### src/cpo_pkg.sv
// Shared types and constants of the polygon overlap block.
`default_nettype none

package cpo_pkg;

    localparam int MIN_POLY_VERTICES = 3;

    typedef struct packed {
        logic load;
        logic rot;
    } t_ring_ctl;

    typedef struct packed {
        logic valid;
        logic first;
        logic is_b;
    } t_proj_ctl;

endpackage

`default_nettype wire

### src/cpo_proj.sv
// Projection unit: registered dot product, then running min/max per polygon.
`default_nettype none

module cpo_proj #(
    parameter int COORD_BITS = 20
) (
    input  wire logic                         i_clk,
    input  wire logic                         i_rst_n,
    input  wire cpo_pkg::t_proj_ctl           i_ctl,
    input  wire logic signed [COORD_BITS-1:0] i_x,
    input  wire logic signed [COORD_BITS-1:0] i_y,
    input  wire logic signed [COORD_BITS:0]   i_ax,
    input  wire logic signed [COORD_BITS:0]   i_ay,
    output logic                              o_sep
);
    import cpo_pkg::*;

    localparam int PW = 2 * COORD_BITS + 1;
    localparam int DW = PW + 1;

    t_proj_ctl             r_ctl;
    logic signed [PW-1:0]  r_p1;
    logic signed [PW-1:0]  r_p2;
    logic signed [DW-1:0]  r_mn_a;
    logic signed [DW-1:0]  r_mx_a;
    logic signed [DW-1:0]  r_mn_b;
    logic signed [DW-1:0]  r_mx_b;
    logic signed [DW-1:0]  w_d;
    logic signed [DW-1:0]  w_mn;
    logic signed [DW-1:0]  w_mx;

    always_ff @(posedge i_clk) begin
        if (!i_rst_n) begin
            r_ctl <= '0;
        end else begin
            r_ctl <= i_ctl;
        end
    end

    always_ff @(posedge i_clk) begin
        r_p1 <= PW'(i_x) * PW'(i_ax);
        r_p2 <= PW'(i_y) * PW'(i_ay);
    end

    assign w_d  = DW'(r_p1) + DW'(r_p2);
    assign w_mn = r_ctl.is_b ? r_mn_b : r_mn_a;
    assign w_mx = r_ctl.is_b ? r_mx_b : r_mx_a;

    always_ff @(posedge i_clk) begin
        if (r_ctl.valid) begin
            if (r_ctl.is_b) begin
                if (r_ctl.first || w_d < w_mn) r_mn_b <= w_d;
                if (r_ctl.first || w_d > w_mx) r_mx_b <= w_d;
            end else begin
                if (r_ctl.first || w_d < w_mn) r_mn_a <= w_d;
                if (r_ctl.first || w_d > w_mx) r_mx_a <= w_d;
            end
        end
    end

    assign o_sep = (r_mx_a < r_mn_b) || (r_mx_b < r_mn_a);

endmodule

`default_nettype wire

### config.mk
export PLATFORM = sky130hd
export DESIGN_NAME = cpo_proj
export DESIGN_NICKNAME = d
export VERILOG_FILES = /design/src/cpo_pkg.sv /design/src/cpo_proj.sv
export SDC_FILE = /design/constraint.sdc
export NUM_CORES = 2
export LEC_CHECK = 0
export BUFFER_PORTS_ARGS = -buffer_cell sky130_fd_sc_hd__buf_2
export CORE_UTILIZATION = 40
export DETAILED_ROUTE_END_ITERATION = 12
export HOLD_SLACK_MARGIN = 0.15
export SLEW_MARGIN = 0
export SYNTH_ARGS = -nofsm -noshare
export SYNTH_HDL_FRONTEND = slang
export SYNTH_SLANG_ARGS = --single-unit
### constraint.sdc
create_clock -name i_clk -period 8.4 [get_ports i_clk]
set_clock_uncertainty 0.2 [all_clocks]
set_input_delay 0 -clock i_clk [delete_from_list [all_inputs] [get_ports i_clk]]
set_output_delay 0 -clock i_clk [all_outputs]
set_load 0.01 [all_outputs]
* Yosys cells after proc, flatten, opt, wreduce, memory -nomap -nowiden
Index checks and enable logic that the tools add are counted.
** Cells by class
- Add/sub/neg operators :: 1
- $mul :: 2
- $lt $le $gt $ge :: 4
- Mux-type cells :: 2
- Bitwise logic cells :: 1
- Reduce and logical (&&, ||, !) cells :: 7
** Operators by type and width (number)
- 42-bit < comparator :: 3
- 42-bit 2-to-1 mux :: 2
- 20-bit by 21-bit multiplier with 41-bit output :: 2
- 41-bit by 41-bit adder with 42-bit output :: 1
- 42-bit > comparator :: 1
- 3-bit AND reduction :: 4
- 1-bit logical OR :: 3
- 1-bit NOT :: 1
** Word-level totals
- Flip-flop bits (word level) :: 253
- Bits of input ports :: 87
- Output and inout bits :: 1
- Logic and storage cells :: 26

* Depth between registers and ports, before layout
- Word-level depth :: 4
- Mapped depth :: 28

* Worst setup path after synthesis
OpenSTA, ideal clock, no wires.
- Path kind :: register -> register
- Start :: reg r_p1[0]
- End :: reg r_mx_a[0], enable pin
- Library setup time :: 0.561 ns
- Data arrival time :: 8.439 ns
- Data required time :: 7.639 ns
- Setup slack :: -0.800 ns
- Cell stages (with the launch flop) :: 23
- Path through :: dfxtp_1 > ha_1 > fa_1 > a21o_1 > a21oi_2 > o21ai_2 > a31o_2 > a311oi_4 > o31a_4 > o21ai_2 > a21o_1 > a2111o_1 > o311ai_0 > ha_1 > a21o_1 > a21o_1 > a21o_1 > a21o_1 > a21o_1 > a21oi_1 > nor3_1 > a2111oi_0 > nor4b_1
** Between the ends
- Longest elaborated chain between the ends :: 4
** Ends and longest elaborated chain
- start: declaration :: line cpo_proj.sv:22 : logic signed [PW-1:0] r_p1;
- start signal: assignment :: line cpo_proj.sv:41 : r_p1 <= PW'(i_x) * PW'(i_ax);
- 41-bit by 41-bit adder with 42-bit output :: line cpo_proj.sv:45 : assign w_d = DW'(r_p1) + DW'(r_p2);
- via w_d[28] :: line cpo_proj.sv:28 : logic signed [DW-1:0] w_d;
- 42-bit > comparator :: line cpo_proj.sv:56 : if (r_ctl.first || w_d > w_mx) r_mx_a <= w_d;
- 1-bit logical OR :: line cpo_proj.sv:56
- 3-bit AND reduction (no source line)
- end signal: assignment :: line cpo_proj.sv:56
- end: declaration :: line cpo_proj.sv:25 : logic signed [DW-1:0] r_mx_a;
The timed path passes the listed nets, and every way through them passes these cells.
A chain may end at the register's enable or synchronous reset.

* Final worst setup path
- Start :: reg r_p1[0]
- End :: reg r_mn_a[18], enable pin
** Between the ends
- Longest elaborated chain between the ends :: 4
** Ends and longest elaborated chain
- 41-bit by 41-bit adder with 42-bit output :: line cpo_proj.sv:45
- via w_d[28] :: line cpo_proj.sv:28
- 42-bit < comparator :: line cpo_proj.sv:55 : if (r_ctl.first || w_d < w_mn) r_mn_a <= w_d;
- 1-bit logical OR :: line cpo_proj.sv:55
- 3-bit AND reduction (no source line)
- end signal: assignment :: line cpo_proj.sv:55
- end: declaration :: line cpo_proj.sv:24 : logic signed [DW-1:0] r_mn_a;
The timed path passes the listed nets, and every way through them passes these cells.

==> reports/results.tsv <==
metric	value	unit
grt_pass1_wl	174000	um
synthFlopType	edfxtp_1	
antenna_left	0	
grt_util_all_layers	19.4	%
cp.buffers_inverters	2	
min_period	6.94	ns
min_to	r_p2[2]	
synth_enable_flop_cells	168	
fp.dieW	338	um
syn_nets	5941	
fin_tns_setup	0	ns
yosysTopAreaCell	fa_1	
drive_above_1_share	3.96	%
place_ws	1.11	ns
wl	106000	um
drc	0	
cp-start-kind	flop	
period_share	82.6	%
grt_use_met2	35.0	%
min_from	i_y[2]	
netlist_instances	4553	
wl_per_cell	17.5	um
ys_types	76	
root_buffer	clkbuf_16	
port_buffers	87	
hold_violations	0	
crit_arrival	6.92	ns
clock_sinks	253	
nets	5915	
worst_slew_pin_slew	1.38	ns
yosys_warnings	0	
grt_max_degree	43	
slew_headroom	7.28	%
whs_path_depth	4	
io_pins	88	
dp_hpwl	86900	um
regToRegEndpoint	r_mn_a[18]	
avgSynthCellArea	9.91	um^2
busiest_layer	met2	
cp_max_fo	32	
cts_resized	0	
netlist.area_leader.share	38.9	%
yosys-top-cells-area	fa_1 39%, ha_1 12%, edfxtp_1 11%	
path_cells	ha_1, fa_1, a21o_1, a21oi_2, o21ai_2, a31o_2, a311oi_4, o31a_4, o21ai_2, a21o_1, a2111o_1, o311ai_0, buf_4, ha_1, a21o_1, a21o_1, a21o_1, a21oi_1, o21ai_0, a21oi_1, o21ai_0, o311a_1, nor2_4, buf_4	
grtUsageMet3	1.63	%
initial_core_util	40.6	%
gr-total-overflow	0	
coreArea	111000	um^2
required	8.38	ns
critPathTopFamily	compound AO/OA/AOI/OAI gates	
fp.dieH	338	um
antenna_found_initial	1	
status	finished clean	
worst_path_most_repeated_cell	a21o_1	
end_kind	flop	
h-tree-depth	1	
fmax	144	MHz
worstSkewPairLatency	0.57	ns
drv_cap	0	
cts_buffer_depth	3	
r2r_start	r_p1[0]	
rsz0062_at_grt	false	
fin_ws	1.46	ns
drt_pre_antenna_iters	6	
synth.most_common_cell	inv_1	
netlist_area	45100	um^2
cts_made_buffers	26	
synth-seq-cells	253	
design.die.area	114000	um^2
grt_pass1_vias	32635	
path_class	reg -> reg	
rows	122	
ff2ff_path_depth	24	
hold_class	in -> reg	
async_flop_share	0	%
viasPerCell	5.03	
clk_pin_slew	0.07	ns
drtIter0Drc	1512	
cpPeakStageDelay	0.56	ns
fillers	10729	
globalplace.congestion	0.878	
drv_slew	0	
grtUsageMet1	25.1	%
ys_seq_area_share	14.9	%
cts_tree	yes	
setup_viol	0	
ys_top_cells_by_count	1,002 x inv_1, 877 x fa_1, 469 x and2_1	
cp_slowest_cell	buf_4	
synthToLayoutAreaGrowth	6.43	%
vias	30357	
r2r_slack	1.46	ns
-- cell type report --
| type | count | area, um^2 | share of cell area, % |
|---|---|---|---|
| antenna | 1 | 2.50 | 0.00521 |
| clock buffer | 35 | 788 | 1.64 |
| clock inverter | 13 | 103 | 0.214 |
| inverter | 1004 | 3770 | 7.85 |
| multi-input combinational | 3119 | 34000 | 70.8 |
| sequential | 253 | 6750 | 14.1 |
| tap | 1488 | 1860 | 3.88 |
| timing repair buffer | 123 | 773 | 1.61 |
-- worst max-delay path by stage --
stage                     cells after the start          to  slack (ns)      from
after CTS                                    24  r_mn_a[20]        1.47   r_p1[0]
after detailed placement                     24    r_p2[40]        1.11  i_ay[11]
after floorplan                              22   r_mx_b[0]        0.73   r_p1[0]
after global placement                       24    r_p2[40]        1.16  i_ay[11]
final                                        24  r_mn_a[18]        1.46   r_p1[0]
after global routing                         24  r_mn_a[19]        1.11   r_p1[0]
-- per-layer routing --
| metal | wire length, um | part of all wire [%] | up-vias |
|---|---|---|---|
| met5 | 0 | 0 | - |
| met1 | 44400 | 42 | 15674 |
| li1 | - | - | 13998 |
| met2 | 54800 | 52 | 546 |
| met4 | 2590 | 2.4 | 0 |
| met3 | 4080 | 3.9 | 139 |
-- per-stage QoR --
| stage | util (%) | hold WS (ns) | instance area [um^2] | std cells |
|---|---|---|---|---|
| final | 43.2 | 0.160 | 48000 | 6036 |
| after global routing | 43.2 | 0.158 | 48000 | 6035 |
| after CTS | 43.2 | 0.154 | 48000 | 6035 |
| after detailed placement | 42.2 | 0.00572 | 46900 | 5965 |
| after global placement | 42.2 | 0.0172 | 46900 | 5965 |
| after floorplan | - | -0.0783 | 45100 | 4553 |
-- logic make-up (layout without fill, tap and decap cells) --
kind of cell | count (synthesis) | count (layout) | share of synthesized area [%]
flip-flops | 253 | 253 | 14.9
AND/OR/NAND/NOR | 1138 | 1138 | 13.1
AO/OA/AOI/OAI | 469 | 469 | 7.17
multiplexers | 86 | 86 | 1.91
buffers and inverters | 1181 | 1175 | 9.82
adder cells (fa/ha/maj) | 1301 | 1301 | 50.7
other | 0 | 1 | 0
XOR/XNOR | 125 | 125 | 2.43
-- repair_timing --
| item | in CTS | in global routing |
|---|---|---|
| buffers inserted | 0 | 0 |
| hold buffers | 22 | 0 |
| endpoints found under the hold margin | 9 | 0 |
-- flip-flops by register name, indices dropped and copies added (netlist names) --
signal / count
r_p1: 41
r_mn_b: 42
r_mx_b: 42
r_mx_a: 42
r_p2: 41
r_ctl: 3
r_mn_a: 42
-- cells in the final DEF, fill, tap and decap left out, types with 6 or more instances in the layout --
master / n
and2_1: 469
edfxtp_1: 168
inv_1: 1002
dlygate4sd3_1: 22
a211oi_1: 11
nor2b_1: 14
ha_1: 424
nand2b_1: 30
nand3_1: 20
nor3_1: 18
xnor2_1: 91
xor2_1: 34
nand2_1: 397
buf_4: 13
a21oi_1: 130
nor4_1: 6
or3_1: 7
o21a_1: 25
a211o_1: 9
clkbuf_16: 29
o311ai_0: 6
a21boi_0: 6
and3_1: 24
buf_2: 87
and4_1: 8
a31oi_1: 8
nor2_1: 90
mux2i_1: 85
nand4_1: 37
dfxtp_1: 84
a21o_1: 119
fa_1: 877
o21ai_0: 62
o21bai_1: 21
-- worst register-to-register path: cells and delay by family, from the launching register on --
family | cells | cell delay, ns
AOI/OAI and AO/OA | 18 | 3.97
adders and majority gates | 3 | 0.89
buffers and inverters | 2 | 0.78
DFF | 1 | 0.31
and+or+nand+nor | 1 | 0.37
Power is left out: the tool's default activity adds up to more than one toggle a clock period on the data nets, which glitch-free logic cannot reach.
