### config.mk
export PLATFORM = sky130hd
export DESIGN_NAME = cpo_ring
export DESIGN_NICKNAME = d
export VERILOG_FILES = /design/src/cpo_pkg.sv /design/src/cpo_cell.sv /design/src/cpo_ring.sv
export SDC_FILE = /design/constraint.sdc
export NUM_CORES = 2
export LEC_CHECK = 0
export BUFFER_PORTS_ARGS = -buffer_cell sky130_fd_sc_hd__buf_2
export CAP_MARGIN = 40
export CORE_ASPECT_RATIO = 1.1
export CORE_MARGIN = 4
export CORE_UTILIZATION = 50
export CTS_BUF_LIST = sky130_fd_sc_hd__clkbuf_8
export DETAILED_ROUTE_END_ITERATION = 6
export PLACE_DENSITY = 0.67
export SYNTH_ARGS = -nofsm -noshare
export SYNTH_HDL_FRONTEND = slang
export SYNTH_SLANG_ARGS = --single-unit
### constraint.sdc
create_clock -name i_clk -period 4.9 [get_ports i_clk]
set_input_delay 0.49 -clock i_clk [delete_from_list [all_inputs] [get_ports i_clk]]
set_output_delay 0.49 -clock i_clk [all_outputs]
set_load 0.01 [all_outputs]
### src/cpo_pkg.sv
// Shared types and constants of the polygon overlap block.
`default_nettype none

package cpo_pkg;

    localparam int MIN_POLY_VERTICES = 3;

    typedef struct packed {
        logic load;
        logic rot;
    } t_ring_ctl;

    typedef struct packed {
        logic valid;
        logic first;
        logic is_b;
    } t_proj_ctl;

endpackage

`default_nettype wire

### src/cpo_cell.sv
// One vertex cell of the rotating store: loads a vertex or takes its neighbor's.
`default_nettype none

module cpo_cell #(
    parameter int COORD_BITS = 20
) (
    input  wire logic                         i_clk,
    input  wire logic                         i_load,
    input  wire logic                         i_shift,
    input  wire logic signed [COORD_BITS-1:0] i_x_load,
    input  wire logic signed [COORD_BITS-1:0] i_y_load,
    input  wire logic signed [COORD_BITS-1:0] i_x_next,
    input  wire logic signed [COORD_BITS-1:0] i_y_next,
    output logic signed [COORD_BITS-1:0]      o_x,
    output logic signed [COORD_BITS-1:0]      o_y
);

    logic signed [COORD_BITS-1:0] r_x;
    logic signed [COORD_BITS-1:0] r_y;

    always_ff @(posedge i_clk) begin
        if (i_load) begin
            r_x <= i_x_load;
            r_y <= i_y_load;
        end else if (i_shift) begin
            r_x <= i_x_next;
            r_y <= i_y_next;
        end
    end

    assign o_x = r_x;
    assign o_y = r_y;

endmodule

`default_nettype wire

### src/cpo_ring.sv
// Vertex store of one polygon as a ring of cells that rotates over its fill count.
`default_nettype none

module cpo_ring #(
    parameter int MAX_VERTICES = 16,
    parameter int COORD_BITS   = 20,
    parameter int CNT_W        = $clog2(MAX_VERTICES + 1)
) (
    input  wire logic                         i_clk,
    input  wire cpo_pkg::t_ring_ctl           i_ctl,
    input  wire logic [CNT_W-1:0]             i_count,
    input  wire logic signed [COORD_BITS-1:0] i_x,
    input  wire logic signed [COORD_BITS-1:0] i_y,
    output logic signed [COORD_BITS-1:0]      o_head_x,
    output logic signed [COORD_BITS-1:0]      o_head_y,
    output logic signed [COORD_BITS-1:0]      o_second_x,
    output logic signed [COORD_BITS-1:0]      o_second_y
);
    import cpo_pkg::*;

    logic signed [COORD_BITS-1:0] w_x [MAX_VERTICES];
    logic signed [COORD_BITS-1:0] w_y [MAX_VERTICES];

    // new vertex lands at index count; rotation wraps at count-1
    for (genvar g = 0; g < MAX_VERTICES; g++) begin : g_cell
        logic                         w_load;
        logic signed [COORD_BITS-1:0] w_xn;
        logic signed [COORD_BITS-1:0] w_yn;

        assign w_load = i_ctl.load && (i_count == CNT_W'(g));

        if (g == MAX_VERTICES - 1) begin : g_tail
            assign w_xn = w_x[0];
            assign w_yn = w_y[0];
        end else begin : g_mid
            assign w_xn = (i_count == CNT_W'(g + 1)) ? w_x[0] : w_x[g + 1];
            assign w_yn = (i_count == CNT_W'(g + 1)) ? w_y[0] : w_y[g + 1];
        end

        cpo_cell #(
            .COORD_BITS(COORD_BITS)
        ) u_cell (
            .i_clk    (i_clk),
            .i_load   (w_load),
            .i_shift  (i_ctl.rot),
            .i_x_load (i_x),
            .i_y_load (i_y),
            .i_x_next (w_xn),
            .i_y_next (w_yn),
            .o_x      (w_x[g]),
            .o_y      (w_y[g])
        );
    end

    assign o_head_x   = w_x[0];
    assign o_head_y   = w_y[0];
    assign o_second_x = w_x[1];
    assign o_second_y = w_y[1];

endmodule

`default_nettype wire

## After elaboration in Yosys (flattened, before gate mapping)

Index checks and enable logic that the tools add are counted.

- Input port bits: 48
- Logic and storage cells: 176
- Flip-flop bits (word level): 640

- Muxes and demuxes: 94
- Equality and inequality tests: 16
- Reductions and logical operators: 34

Operators by type and width:

| operator | count |
|---|---|
| $mux W20 | 94 |
| $eq A5 B4 Y1 const B | 8 |
| $reduce_bool A2 Y1 | 16 |
| $eq A5 B3 Y1 const B | 4 |
| $logic_and A1 B1 Y1 | 16 |
| $eq A5 B2 Y1 const B | 2 |
| $eq A5 B1 Y1 const B | 1 |
| $logic_not A5 Y1 | 1 |
| $ne A2 B1 Y1 const B | 1 |
| $reduce_and A2 Y1 | 1 |

## Logic depth before layout (Yosys ltp)

- Depth in word-level cells: 4
- Depth in mapped cells: 8
- Mapped depth without buffers: 3

## Modules after synthesis

A second synthesis with hierarchy kept.

- Cell total of the unflattened synthesis: 2122
- Area total of the unflattened synthesis: 38002.7 um^2

Modules (own cells, without submodules):

| module | area each (um^2) | sequential area each (um^2) | cells each | times used |
|---|---|---|---|---|
| cpo_cell | 1895.6 | 1201.2 | 86 | 16 |
| cpo_ring | 7673.6 | 0.0 | 746 | 1 |

## Worst setup path after synthesis

No wires, ideal clock.

- Kind: input port to flip-flop
- From: input port i_count[1]
- To: register g_cell[0].u_cell.r_x[0] (enable)
- Stages: 6
- Library setup time: 0.451 ns
- Path buffers: 3
- Data required time: 4.449 ns
- Data arrival time: 3.427 ns
- Slack: 1.022 ns
- Cell sequence: clkbuf_1 > clkbuf_1 > clkbuf_1 > nor4_1 > a21oi_1 > a21oi_1

- Word-level cells in the longest chain between the ends: 4
- Elaborated cells on any way between the ends: 6

Ends and longest elaborated chain:

| element | RTL line | text |
|---|---|---|
| start, declared | cpo_ring.sv:11 | `input wire logic [CNT_W-1:0] i_count,` |
| $logic_not A5 Y1 | cpo_ring.sv:30 | `assign w_load = i_ctl.load && (i_count == CNT_W'(g));` |
| $logic_and A1 B1 Y1 | cpo_ring.sv:30 |  |
| $ne A2 B1 Y1 (no line) / $reduce_bool A2 Y1 (equally long branches) | - |  |
| $reduce_and A2 Y1 (no line) (*) | - |  |
| end signal, assigned | cpo_cell.sv:23 | `r_x <= i_x_load;` |
| end signal, assigned | cpo_cell.sv:26 | `r_x <= i_x_next;` |
| end, declared | cpo_cell.sv:18 | `logic signed [COORD_BITS-1:0] r_x;` |

Every way passes the cells marked *; elsewhere a longest branch is shown, timed or not.
A chain may end at the register's enable or synchronous reset.

## Final worst setup path

- From: input port i_count[1]
- To: register g_cell[8].u_cell.r_x[12] (data pin)

- Word-level cells in the longest chain between the ends: 4
- Elaborated cells on any way between the ends: 6

Ends and longest elaborated chain:

| element | RTL line | text |
|---|---|---|
| $eq A5 B4 Y1 | cpo_ring.sv:36 | `assign w_xn = (i_count == CNT_W'(g + 1)) ? w_x[0] : w_x[g + 1];` |
| $mux W20 | cpo_ring.sv:36 |  |
| $mux W20 | cpo_cell.sv:25 | `end else if (i_shift) begin` |
| $mux W20 (*) | cpo_cell.sv:22 | `if (i_load) begin` |
| end signal, assigned | cpo_cell.sv:23 |  |
| end signal, assigned | cpo_cell.sv:26 |  |
| end, declared | cpo_cell.sv:18 |  |

Every way passes the cells marked *; elsewhere a longest branch is shown, timed or not. The select of a mux whose other input is x is not followed.

==> results.md <==
- CTS tree: yes
- Worst-case reg-to-reg path depth: 3
- Clock skew: around 0.035 ns
- Post-DP HPWL: 68.6 mm
- Final period util: between 50% and 60%
- Utilization after layout: a little over half
- Crit path max-delay cell type: buf_4
- Via count: approximately 32000
- Total Power: between 10 and 15 mW
- Drt drc: 0
- First-pass GRT wire length: between 150 and 200 mm
- IO Port Bufs: around 130
- Worst Hold End: g_cell[0].u_cell.o_x[2]$_DFFE_PP_
- R2R Path End: g_cell[1].u_cell.o_y[17]$_DFFE_PP_
- Crit path largest cell delay: between 0.7 and 0.8 ns
- Max-slew violations: 0
- Dpl ws: 1.53 ns
- CP arrival: ~3.3 ns
- Final ANT Viol Nets: 0
- Chip Width: 260 um
- Worst r2r src: g_cell[0].u_cell.o_y[17]$_DFFE_PP_
- Via density: a little over 7
- RSZ-0062 raised after global routing: no
- Largest net degree at the start of global routing: 199
- CTS Buf Count: about 110
- Routed WL per cell: roughly 29 um
- Initial antenna violation count: 2
- Clk pin slew, worst setup/hold paths: roughly 0.060 ns
- Max Fclk: approximately 360 MHz
- Top sig layer: met5
- Flop-to-flop setup slack: 3.27 ns
- Number of gates resized after CTS: 0
- CTS Buffer Depth: 3
- Area grow syn2layout: 8.15%
- Commonest cells after routing, fill and taps aside: 640 x edfxtp_1, 560 x nor3_1, 560 x a31oi_1, 560 x o21ai_0, 440 x nand2_1
- CP Capture Type: flop
- Maximum resistive drop on vdd: 0.174 mV
- Number of library cell types mapped by synthesis: 27
- PwrDens: about 340 nW/um2
- Final critical-path setup slack: ~2.2 ns
- Mapped Cells: approximately 3600
- Final Hold Viols: 0
- Seq/Total Area, Yosys: between 50 and 60%
- Syn Nets: around 3700
- Die Y: approximately 290 um
- Routed met2 length: 57.6 mm
- Initial DRC Count: between 5000 and 6000
- Cts hold-fix bufs: 0
- Drt total wl: 131 mm
- I/O pin count: about 130
- Worst skew pair latency: around 0.75 ns
- Minimum clock period: roughly 2.7 ns
- Cell mode on critical path: buf_4
- Layout cell share with drive strength beyond 1: 13.1%
- Final setup fails: 0
- Initial Util: approximately half
- Fin area: ~38000 um2
- Maxcap violations: 0
- Critical path type: in2reg
- Crit path buffers/inverters: 3
- Syn_area_per_cell: 9.59 um2
- Htree depth: 3
- CP max FO: just under 70
- Final std cells w/o fill: between 4000 and 5000
- Syn Std Cell Area: 34900 um2
- Max-slew headroom: between 30% and 40%
- Hold crit path type: in2reg
- Critical-path cell list: buf_4 > nand2b_4 > buf_4 > buf_4 > o21ai_0 > a31oi_1
- Site Rows: 101
- Post-synthesis register bit count: 640
- GR Util All Layers: between 30% and 40%
- WHS: 0.325 ns
- Number of detailed-route iterations in the first pass: 6
- Vias in the first global route: between 30000 and 40000
- Post-CTS Repair Setup Buffers: 0
- WL met1: 46.7 mm
- Metal3 WL: approximately 20 mm
- Hold Path Depth: 2
- Placer congestion estimate: between 0.8 and 0.9
- FILL cells: a little over 6000
- CTS Root Cell: clkbuf_8
- Crit-path leading delay family: buffers and inverters
- Total Neg Setup Slack: 0 ns
- Inst Count DP: roughly 4300
- Commonest non-fill, non-tap cell in the layout: edfxtp_1
- Nets: around 3500
- GR Overflow Total: 0
- Dpl cell area: approximately 36000 um2
- Clock sinks: 640
- Worst setup SP type: input pin
- Die ar.: ~74000 um2
- Status: finished, final reports clean
- Min-delay src: i_x[2]
- P_leak: 11.9 nW
- Yosys warning total: 0
- Data required, critical path: around 5.5 ns
- Slew @ Worst Pin: about 0.98 ns
- Core ar.: 69100 um2
[registers in the layout (all words and copies together), names as in the netlist]
signal,cells
g_cell.u_cell.o_x,320
g_cell.u_cell.o_y,320
[how the worst max path moves through the flow]
stage,start,endpoint,slack (ns),cells after the start
3_3_place_gp,i_count[1],g_cell[4].u_cell.o_x[15]$_DFFE_PP_,1.56,6
2_1_floorplan,i_count[1],g_cell[0].u_cell.o_x[0]$_DFFE_PP_,1.02,6
3_5_place_dp,i_count[1],g_cell[4].u_cell.o_x[10]$_DFFE_PP_,1.53,6
4_1_cts,i_count[1],g_cell[4].u_cell.o_x[10]$_DFFE_PP_,2.31,6
5_1_grt,i_count[1],g_cell[8].u_cell.o_x[9]$_DFFE_PP_,2.08,6
6_report,i_count[1],g_cell[8].u_cell.o_x[12]$_DFFE_PP_,2.16,6
[cells in the mapped netlist]
library cell	instances	share of area [%]
nor4_1	1	0.018
a21oi_1	2	0.029
and3b_1	81	2.0
or2_1	5	0.090
nand4bb_1	2	0.064
mux2_4	40	1.7
edfxtp_1	640	55
nor3b_2	2	0.072
buf_1	51	0.55
or3b_2	2	0.050
buf_6	5	0.16
or3_1	1	0.018
mux2_2	40	1.3
buf_2	38	0.54
clkbuf_1	420	4.5
nand2b_1	17	0.30
nand4b_1	1	0.025
nor3_1	561	8.0
nor2_1	2	0.021
a31oi_1	560	10
nand2_1	441	4.7
nand3b_1	1	0.021
o21ai_0	560	8.0
nand3_1	120	1.7
or4b_1	1	0.029
and3_1	40	0.72
or2_2	11	0.20
[per-layer routing]
metal,vias to the layer above,global-route usage (%)
met3,493,9.07
met1,15400,46.2
li1,13400,-
met5,-,0
met2,3023,50.4
met4,2,16.9
[cells by family (layout without fill, tap and decap cells)]
group,Yosys count,count (layout),synth area share [%]
buf+inv,514,400,5.77
simple gates,1289,1289,18.1
mux,80,80,3.01
other cells,0,4,0
compound gates,1122,1122,18.1
flops,640,640,55.0
[power by group]
group	leakage, nW	switching [mW]	internal [mW]
Combinational	4.50	1.10	0.445
Clock	1.07	2.34	2.12
Sequential	6.28	0.183	6.55
[layout make-up]
type / instances / area, um2 / share of cell area (%)
timing repair buffer: 212 / 1670 / 4.42
antenna: 4 / 10.0 / 0.0265
tap: 927 / 1160 / 3.07
clock buffer: 110 / 1510 / 4.01
sequential: 640 / 19200 / 50.9
multi-input combinational: 2491 / 13900 / 36.7
clock inverter: 78 / 349 / 0.924
(Power assumes the default switching activity.)
